==> src/hdl/sdpaml_pkg.sv <==
`timescale 1ns / 1ps
// ----------------------------------------------------------------------------
// sdpaml_pkg
// Types and constants shared by the audio media line parser modules.
// ----------------------------------------------------------------------------
package sdpaml_pkg;

  localparam logic [12:0] RATE_OK = 13'd8000;

  localparam logic STATUS_OK      = 1'b0;
  localparam logic STATUS_FMT_ERR = 1'b1;

  localparam logic [7:0] CHR_NUL   = 8'h00;
  localparam logic [7:0] CHR_TAB   = 8'h09;
  localparam logic [7:0] CHR_SPACE = 8'h20;
  localparam logic [7:0] CHR_SLASH = 8'h2f;
  localparam logic [7:0] CHR_ZERO  = 8'h30;
  localparam logic [7:0] CHR_NINE  = 8'h39;
  localparam logic [7:0] CHR_UP_A  = 8'h41;
  localparam logic [7:0] CHR_UP_Z  = 8'h5a;
  localparam logic [7:0] CHR_LO_A  = 8'h61;
  localparam logic [7:0] CHR_LO_Z  = 8'h7a;
  localparam logic [7:0] CHR_M     = 8'h6d;

  // length of the "m=audio" key
  localparam logic [2:0] KEY_LEN = 3'd7;

  typedef struct packed {
    logic [7:0] data_byte;
    logic       last_byte;
  } in_item_t;

  typedef struct packed {
    logic        status;
    logic [15:0] media_port;
    logic [7:0]  rtp_pt;
    logic [12:0] clock_rate;
  } out_item_t;

  // byte handed from the input register to the parser
  typedef struct packed {
    logic     fire;
    in_item_t item;
  } step_t;

  // result handed from the parser to the output register
  typedef struct packed {
    logic      valid;
    out_item_t item;
  } res_t;

  function automatic logic [7:0] key_char(input logic [2:0] pos);
    logic [7:0] c;
    case (pos)
      3'd0:    c = 8'h6d; // m
      3'd1:    c = 8'h3d; // =
      3'd2:    c = 8'h61; // a
      3'd3:    c = 8'h75; // u
      3'd4:    c = 8'h64; // d
      3'd5:    c = 8'h69; // i
      3'd6:    c = 8'h6f; // o
      default: c = 8'h00;
    endcase
    return c;
  endfunction

  function automatic logic is_digit(input logic [7:0] c);
    return (c >= CHR_ZERO) && (c <= CHR_NINE);
  endfunction

  function automatic logic is_proto_char(input logic [7:0] c);
    return (c == CHR_SPACE) || (c == CHR_SLASH) ||
           ((c >= CHR_UP_A) && (c <= CHR_UP_Z)) ||
           ((c >= CHR_LO_A) && (c <= CHR_LO_Z));
  endfunction

endpackage

==> src/hdl/sdpaml_in_stage.sv <==
`timescale 1ns / 1ps
// ----------------------------------------------------------------------------
// sdpaml_in_stage
// Input register. Holds one byte; it waits only when it is a last byte
// and the output register is still full and stalled.
// ----------------------------------------------------------------------------
module sdpaml_in_stage
  import sdpaml_pkg::*;
(
  input  logic     clk_i,
  input  logic     rst_ni,
  input  logic     in_valid_i,
  output logic     in_stall_o,
  input  in_item_t in_item_i,
  input  logic     out_full_i,
  output step_t    step_o
);

  logic     s1_valid_q, s1_valid_d;
  in_item_t s1_item_q;
  logic     blocked;

  // a last byte needs room in the output register
  assign blocked    = s1_valid_q && s1_item_q.last_byte && out_full_i;
  assign in_stall_o = blocked;

  assign step_o.fire = s1_valid_q && !blocked;
  assign step_o.item = s1_item_q;

  always_comb begin
    s1_valid_d = blocked ? s1_valid_q : in_valid_i;
  end

  always_ff @(posedge clk_i or negedge rst_ni) begin
    if (!rst_ni) begin
      s1_valid_q <= 1'b0;
    end else begin
      s1_valid_q <= s1_valid_d;
    end
  end

  always_ff @(posedge clk_i) begin
    if (!blocked) begin
      s1_item_q <= in_item_i;
    end
  end

endmodule

==> src/hdl/sdpaml_parser.sv <==
`timescale 1ns / 1ps
// ----------------------------------------------------------------------------
// sdpaml_parser
// Per-byte state machine: key search, port and payload type digits, and
// the held values that are updated on a good packet.
// ----------------------------------------------------------------------------
module sdpaml_parser
  import sdpaml_pkg::*;
(
  input  logic  clk_i,
  input  logic  rst_ni,
  input  step_t step_i,
  output res_t  res_o
);

  localparam logic [2:0] PH_SEARCH     = 3'd0;
  localparam logic [2:0] PH_SKIP_WS    = 3'd1;
  localparam logic [2:0] PH_PORT       = 3'd2;
  localparam logic [2:0] PH_SKIP_PROTO = 3'd3;
  localparam logic [2:0] PH_TYPE       = 3'd4;
  localparam logic [2:0] PH_DONE       = 3'd5;

  logic [2:0]  match_q, match_d;
  logic [2:0]  phase_q, phase_d;
  logic [15:0] port_acc_q, port_acc_d;
  logic        port_nz_q, port_nz_d;
  logic [7:0]  type_acc_q, type_acc_d;
  logic        type_nz_q, type_nz_d;
  logic [15:0] held_port_q, held_port_d;
  logic [7:0]  held_type_q, held_type_d;
  logic [12:0] held_rate_q, held_rate_d;

  logic [7:0]  c;
  logic [2:0]  pos;
  logic [2:0]  ph;
  logic        taken;
  logic        ok;

  assign c = step_i.item.data_byte;

  always_comb begin
    match_d     = match_q;
    phase_d     = phase_q;
    port_acc_d  = port_acc_q;
    port_nz_d   = port_nz_q;
    type_acc_d  = type_acc_q;
    type_nz_d   = type_nz_q;
    held_port_d = held_port_q;
    held_type_d = held_type_q;
    held_rate_d = held_rate_q;
    pos         = match_q;
    ph          = phase_q;
    taken       = 1'b0;
    ok          = 1'b0;
    res_o       = '0;

    if (step_i.fire) begin
      case (phase_q)
        PH_SEARCH: begin
          if (c == CHR_NUL) begin
            phase_d = PH_DONE;
          end else begin
            if ((match_q < KEY_LEN) && (c == key_char(match_q))) begin
              pos = match_q + 3'd1;
            end else begin
              // 'm' only opens the key, so a mismatch restarts
              pos = (c == CHR_M) ? 3'd1 : 3'd0;
            end
            match_d = pos;
            if (pos == KEY_LEN) begin
              phase_d = PH_SKIP_WS;
            end
          end
        end
        PH_SKIP_WS, PH_PORT, PH_SKIP_PROTO, PH_TYPE: begin
          // a byte that ends one phase is tried by the next
          if (ph == PH_SKIP_WS) begin
            if ((c == CHR_SPACE) || (c == CHR_TAB)) begin
              taken = 1'b1;
            end else begin
              ph = PH_PORT;
            end
          end
          if (!taken && (ph == PH_PORT)) begin
            if (is_digit(c)) begin
              port_acc_d = (port_acc_q << 3) + (port_acc_q << 1) + {12'd0, c[3:0]};
              if (c != CHR_ZERO) begin
                port_nz_d = 1'b1;
              end
              phase_d = PH_PORT;
              taken   = 1'b1;
            end else begin
              ph = PH_SKIP_PROTO;
            end
          end
          if (!taken && (ph == PH_SKIP_PROTO)) begin
            if (is_proto_char(c)) begin
              phase_d = PH_SKIP_PROTO;
              taken   = 1'b1;
            end else begin
              ph = PH_TYPE;
            end
          end
          if (!taken && (ph == PH_TYPE)) begin
            if (is_digit(c)) begin
              type_acc_d = (type_acc_q << 3) + (type_acc_q << 1) + {4'd0, c[3:0]};
              if (c != CHR_ZERO) begin
                type_nz_d = 1'b1;
              end
              phase_d = PH_TYPE;
              taken   = 1'b1;
            end
          end
          if (!taken) begin
            phase_d = PH_DONE;
          end
        end
        default: begin
          phase_d = PH_DONE;
        end
      endcase

      if (step_i.item.last_byte) begin
        ok = port_nz_d && type_nz_d;
        if (ok) begin
          held_port_d = port_acc_d;
          held_type_d = type_acc_d;
          held_rate_d = RATE_OK;
        end
        res_o.valid           = 1'b1;
        res_o.item.status     = ok ? STATUS_OK : STATUS_FMT_ERR;
        res_o.item.media_port = held_port_d;
        res_o.item.rtp_pt     = held_type_d;
        res_o.item.clock_rate = held_rate_d;
        // packet boundary: per-packet state back to reset
        match_d    = 3'd0;
        phase_d    = PH_SEARCH;
        port_acc_d = '0;
        port_nz_d  = 1'b0;
        type_acc_d = '0;
        type_nz_d  = 1'b0;
      end
    end
  end

  always_ff @(posedge clk_i or negedge rst_ni) begin
    if (!rst_ni) begin
      match_q     <= 3'd0;
      phase_q     <= PH_SEARCH;
      port_acc_q  <= '0;
      port_nz_q   <= 1'b0;
      type_acc_q  <= '0;
      type_nz_q   <= 1'b0;
      held_port_q <= '0;
      held_type_q <= '0;
      held_rate_q <= '0;
    end else begin
      match_q     <= match_d;
      phase_q     <= phase_d;
      port_acc_q  <= port_acc_d;
      port_nz_q   <= port_nz_d;
      type_acc_q  <= type_acc_d;
      type_nz_q   <= type_nz_d;
      held_port_q <= held_port_d;
      held_type_q <= held_type_d;
      held_rate_q <= held_rate_d;
    end
  end

  a_packet_clears: assert property (@(posedge clk_i) disable iff (!rst_ni)
    (step_i.fire && step_i.item.last_byte) |=>
      (phase_q == PH_SEARCH && match_q == 3'd0 && !port_nz_q && !type_nz_q))
    else $error("per-packet state not cleared after last byte");

  a_rate_values: assert property (@(posedge clk_i) disable iff (!rst_ni)
    (held_rate_q == 13'd0) || (held_rate_q == RATE_OK))
    else $error("held rate outside its two values");

  a_ok_updates_held: assert property (@(posedge clk_i) disable iff (!rst_ni)
    (res_o.valid && res_o.item.status == STATUS_OK) |=>
      (held_rate_q == RATE_OK && held_port_q == $past(res_o.item.media_port)))
    else $error("good packet did not update held values");

  a_err_keeps_held: assert property (@(posedge clk_i) disable iff (!rst_ni)
    (res_o.valid && res_o.item.status == STATUS_FMT_ERR) |=>
      ($stable(held_port_q) && $stable(held_type_q) && $stable(held_rate_q)))
    else $error("format error changed held values");

endmodule

==> src/hdl/sdpaml_out_stage.sv <==
`timescale 1ns / 1ps
// ----------------------------------------------------------------------------
// sdpaml_out_stage
// Result register. Holds one result until the receiver takes it.
// ----------------------------------------------------------------------------
module sdpaml_out_stage
  import sdpaml_pkg::*;
(
  input  logic      clk_i,
  input  logic      rst_ni,
  input  res_t      res_i,
  output logic      out_full_o,
  output logic      out_valid_o,
  input  logic      out_stall_i,
  output out_item_t out_item_o
);

  logic      out_valid_q, out_valid_d;
  out_item_t out_item_q;

  assign out_full_o  = out_valid_q && out_stall_i;
  assign out_valid_o = out_valid_q;
  assign out_item_o  = out_item_q;

  always_comb begin
    if (res_i.valid) begin
      out_valid_d = 1'b1;
    end else if (!out_stall_i) begin
      out_valid_d = 1'b0;
    end else begin
      out_valid_d = out_valid_q;
    end
  end

  always_ff @(posedge clk_i or negedge rst_ni) begin
    if (!rst_ni) begin
      out_valid_q <= 1'b0;
    end else begin
      out_valid_q <= out_valid_d;
    end
  end

  always_ff @(posedge clk_i) begin
    if (res_i.valid) begin
      out_item_q <= res_i.item;
    end
  end

endmodule

==> src/hdl/sdp_audio_media_line_parser_unit.sv <==
`timescale 1ns / 1ps
// ----------------------------------------------------------------------------
// sdp_audio_media_line_parser_unit
// Finds the first audio media line of an SDP packet and reports its port
// and first payload type.
// ----------------------------------------------------------------------------
// Input channel: one packet byte per request (in_item_i), the last byte of a
// packet flagged by last_byte. Output channel: one result per packet, given
// for its last byte: status, held audio port, payload type and sample rate.
// Both channels use valid/stall; a request moves when valid is high and
// stall is low.
// Throughput is one byte per cycle while in_stall_o is low: a byte is taken
// into the input register and parsed from it there; if it is a last byte,
// its result is loaded into the output register, which then drives
// out_valid_o and out_item_o.
// A stalled result holds in the output register; non-last bytes keep
// flowing, and only a last byte in the input register waits for room, which
// raises in_stall_o. Reset clears the parse state, the held port, type and
// rate (to zero) and empties both registers.
// ----------------------------------------------------------------------------
module sdp_audio_media_line_parser_unit
  import sdpaml_pkg::*;
(
  input  logic      clk_i,
  input  logic      rst_ni,
  input  logic      in_valid_i,
  output logic      in_stall_o,
  input  in_item_t  in_item_i,
  output logic      out_valid_o,
  input  logic      out_stall_i,
  output out_item_t out_item_o
);

  step_t step;
  res_t  res;
  logic  out_full;

  sdpaml_in_stage u_in_stage (
    .clk_i      (clk_i),
    .rst_ni     (rst_ni),
    .in_valid_i (in_valid_i),
    .in_stall_o (in_stall_o),
    .in_item_i  (in_item_i),
    .out_full_i (out_full),
    .step_o     (step)
  );

  sdpaml_parser u_parser (
    .clk_i  (clk_i),
    .rst_ni (rst_ni),
    .step_i (step),
    .res_o  (res)
  );

  sdpaml_out_stage u_out_stage (
    .clk_i       (clk_i),
    .rst_ni      (rst_ni),
    .res_i       (res),
    .out_full_o  (out_full),
    .out_valid_o (out_valid_o),
    .out_stall_i (out_stall_i),
    .out_item_o  (out_item_o)
  );

endmodule
==> config.mk <==
export PLATFORM = sky130hd
export DESIGN_NAME = sdp_audio_media_line_parser_unit
export DESIGN_NICKNAME = d
export VERILOG_FILES = /design/src/hdl/sdpaml_pkg.sv /design/src/hdl/sdpaml_in_stage.sv /design/src/hdl/sdpaml_parser.sv /design/src/hdl/sdpaml_out_stage.sv /design/src/hdl/sdp_audio_media_line_parser_unit.sv
export SDC_FILE = /design/constraint.sdc
export NUM_CORES = 1
export LEC_CHECK = 0
export BUFFER_PORTS_ARGS = -buffer_cell sky130_fd_sc_hd__buf_2
export CAP_MARGIN = 20
export CORE_MARGIN = 1
export CORE_UTILIZATION = 30
export DETAILED_ROUTE_END_ITERATION = 8
export PLACE_DENSITY_LB_ADDON = 0.1
export SYNTH_ARGS = -nofsm -noshare
export SYNTH_HDL_FRONTEND = slang
export SYNTH_HIERARCHICAL = 1
export SYNTH_SLANG_ARGS = --single-unit
==> constraint.sdc <==
create_clock -name clk_i -period 3 [get_ports clk_i]
set_clock_uncertainty 0.05 [all_clocks]
set_input_delay 0.3 -clock clk_i [delete_from_list [all_inputs] [get_ports clk_i]]
set_output_delay 0.3 -clock clk_i [all_outputs]
set_load 0.005 [all_outputs]
==> key figures <==
Final layout
  • Ant diodes: 0
  • Non-Filler Instances: 983
  • Layout cells sized above 1: 22.3%
  • Finished Core Util: 38.0%
  • Area delta synth->final: 24.2%
  • Fin nets: 753

Synth
  • Top cells by count, synth: 71 x dfrtp_1, 64 x nor2_1, 47 x edfxtp_1
  • Most numerous cell in the Yosys netlist: dfrtp_1
  • EDFF count, synth: 47
  • Synth Cell Area: 6430 um2
  • Synthesized Nets: 665
  • Yosys warns: 6
  • Cells after synthesis: 607
  • Mean Syn Cell Area: 10.6 um2
  • Post-synth top area share: 27.6%
  • Post-synthesis sequential area ratio: 49.6%
  • Post-synth cell types: 73
  • Largest area contributor in the netlist: dfrtp_1
  • Top cells by area, synth: dfrtp_1 28%, edfxtp_1 22%, ha_1 8.0%
  • Synthesized flop and latch total: 118
  • Main synth FF type: dfrtp_1
  • Ys async rst share: 60.2%

Setup path
  • Startpoint types: flip-flop
  • CP delay by family, top: compound AO/OA/AOI/OAI gates
  • Levels on crit path: 9
  • Crit path launch: u_parser/port_acc_q[0]
  • Slowest CP cell: fa_1
  • Worst flop-to-flop path startpoint: u_parser/port_acc_q[0]
  • Kind of critical path: flip-flop to flip-flop
  • Setup slack, reg-to-reg: 0.1 ns
  • CP required: 3.11 ns
  • Worst setup EP type: flip-flop
  • Critical path buffers and inverters: 1
  • R2r worst-path depth: 9
  • Worst path cell trace: fa_1 -> ha_1 -> nor2b_2 -> o31a_1 -> o22a_1 -> a21o_1 -> a221oi_2 -> buf_4 -> a21oi_1
  • Critical Path Max Stage Delay: 0.43 ns
  • R2r endpoint: u_out_stage/out_item_o[31]
  • Crit path DAT: 3.01 ns
  • Critical Path Fanout Max: 4

Die
  • Die X-Extent: 148 um
  • Die Span Y: 148 um
  • # IOs: 53
  • FP Rows: 53
  • DIE AREA: 22000 um2
  • Placeable core region: 21000 um2
  • Initial core utilization: 30.6%

Hold path
  • Hold Startpoint: in_valid_i
  • Hold depth: 2
  • WHS Endpoint: u_in_stage/s1_valid_q
  • Worst Hold Class: input port to flip-flop

Status
  • Status: complete, no violations

Global route
  • Largest net degree at the start of global routing: 72
  • GRT overflow: 0
  • First-pass GRT wire length: 26600 um
  • Initial antenna violation count: 0
  • Total track usage: 15.7%
  • Number of global-route vias before repair: 4910

Drt
  • Vias after detailed routing: 5012
  • Remaining DRCs: 0
  • Remaining antenna violation count: 0
  • Starting DRT DRC Count: 252
  • WL/cell: 16.6 um
  • Vias per std cell: 5.10
  • Final wirelength: 16400 um
  • DR pass1 iterations: 5

Clock tree
  • CTS Sinks: 118
  • CTS clk-pin slew, worst paths: 0.06 ns
  • H-tree levels: 4
  • CTS Buf Count: 17
  • # Post-CTS Setup Buffers: 0
  • Latest clock arrival within the worst-skew pair: 0.42 ns
  • Clk buf depth: 2
  • Root buffer cell: clkbuf_16
  • CTS tree: done

Placement
  • DP Cell Count: 940
  • IO buf count: 52
  • DP HPWL: 11200 um
  • Routability congestion estimate: 0.846

Pwr
  • P_leak: 3.62 nW
  • VDD IR-drop max: 0.352 mV
  • Total power per unit cell area: 531 nW/um2

Timing
  • Max Slew Vio Count: 0
  • Max Freq: 0.344 GHz
  • Hold Fails Final Rpt: 0
  • TNS Setup: 0 ns
  • Worst-Margin Slew: 0.735 ns
  • Relative slew margins: 51.0%
  • Period Utilization, post-route: 96.8%
  • RSZ-0062 raised after global routing: no
  • Tmin final: 2.90 ns
  • Setup violators final: 0

Run
  • Maxcap violations: 0
how the worst max path moves through the flow:
| stage | slack, ns | to |
|---|---|---|
| finish | 0.1 | u_out_stage/out_item_o[31] |
| floorplan | 0.10 | u_out_stage/out_item_o[35] |
| global placement | -0.01 | u_out_stage/out_item_o[31] |
| detailed placement | 0.008 | u_out_stage/out_item_o[31] |
| CTS | 0.003 | u_out_stage/out_item_o[31] |
| global route | 0.008 | u_out_stage/out_item_o[31] |
worst register-to-register path, stage by stage (launching register included):
cell and delay [ns]:
dfrtp_1 0.40, fa_1 0.43, ha_1 0.33, nor2b_2 0.18, o31a_1 0.32, o22a_1 0.24, a21o_1 0.22, a221oi_2 0.26
buf_4 0.16, a21oi_1 0.06
cell families after synthesis:
family                     Yosys count  share of synthesized area, %
and+or+nand+nor                    178                          14.0
adders and majority gates           45                          9.22
AOI/OAI and AO/OA                  187                          19.7
muxes                               13                          2.12
buffers and inverters               51                          3.37
DFF                                118                          49.6
xor gates and xnor gates            15                          2.04
routing by layer:
layer  global-route usage, %  vias up  wire [um]
li1                        -     2444          -
met1                    21.6     2442       8120
met2                    24.5      109       7350
met3                    2.98       17        654
met4                    5.57        0        233
met5                       0        -          0
cell type report:
type | instances | area, um2
well taps | 275 | 344
inverters | 20 | 75.1
clock buffers | 17 | 425
flip-flops and latches | 118 | 3190
repair buffers | 100 | 683
clock inverters | 15 | 193
multi-input cells | 438 | 3080
fillers | 2039 | 13000
stage by stage:
| stage | cell area [um2] | hold WS, ns | total power (W) | setup WS, ns |
|---|---|---|---|---|
| 2_1_floorplan | 6430 | -0.0456 | 0.00197 | 0.100 |
| 3_3_place_gp | 7190 | 0.402 | 0.00212 | -0.0128 |
| 3_5_place_dp | 7190 | 0.402 | 0.00212 | 0.00790 |
| 4_1_cts | 7890 | 0.0144 | 0.00431 | 0.00303 |
| 5_1_grt | 7990 | 0.0312 | 0.00441 | 0.00767 |
| 6_report | 7990 | 0.0413 | 0.00424 | 0.0968 |
cells in the final DEF, fill, tap and decap left out, types with 6 or more instances in the layout:
master	count
clkbuf_16	17
dlygate4sd3_1	9
buf_4	37
a31oi_1	9
dfrtp_1	70
buf_2	51
xor2_1	9
o21ai_1	8
o211ai_1	6
nor2_1	64
a21o_1	9
and3_1	8
a21oi_1	40
inv_1	19
nand2_1	35
mux2i_1	8
edfxtp_1	47
ha_1	41
xnor2_1	6
inv_6	6
nand3_1	7
a211oi_1	17
a22o_1	14
or2_2	6
nor2b_1	14
nor3_1	12
o21ai_0	31
power breakdown:
part           switching, W  leakage, nW  total [W]  internal, W
clock network      0.000813        0.302    0.00214      0.00133
logic              0.000195         1.87   0.000321     0.000125
registers         0.0000413         1.45    0.00178      0.00174
flip-flops by register name (all words and copies together) (netlist names):
register,flops
u_parser/port_acc_q,16
u_parser/type_nz_q,1
u_out_stage/out_valid_o,1
u_parser/port_nz_q,1
u_parser/held_type_q,8
u_out_stage/out_item_o,38
u_in_stage/step_o,9
u_parser/match_q,3
u_parser/phase_q,3
u_parser/held_port_q,16
u_parser/type_acc_q,8
u_parser/held_rate_q,13
u_in_stage/s1_valid_q,1
timing repair:
action | in CTS | in global routing
endpoints found under the setup margin | 0 | 13
hold buffers | 8 | 1
endpoints found under the hold margin | 8 | 32
gates resized for setup | 0 | 19
Power figures use the tool's default switching activity.
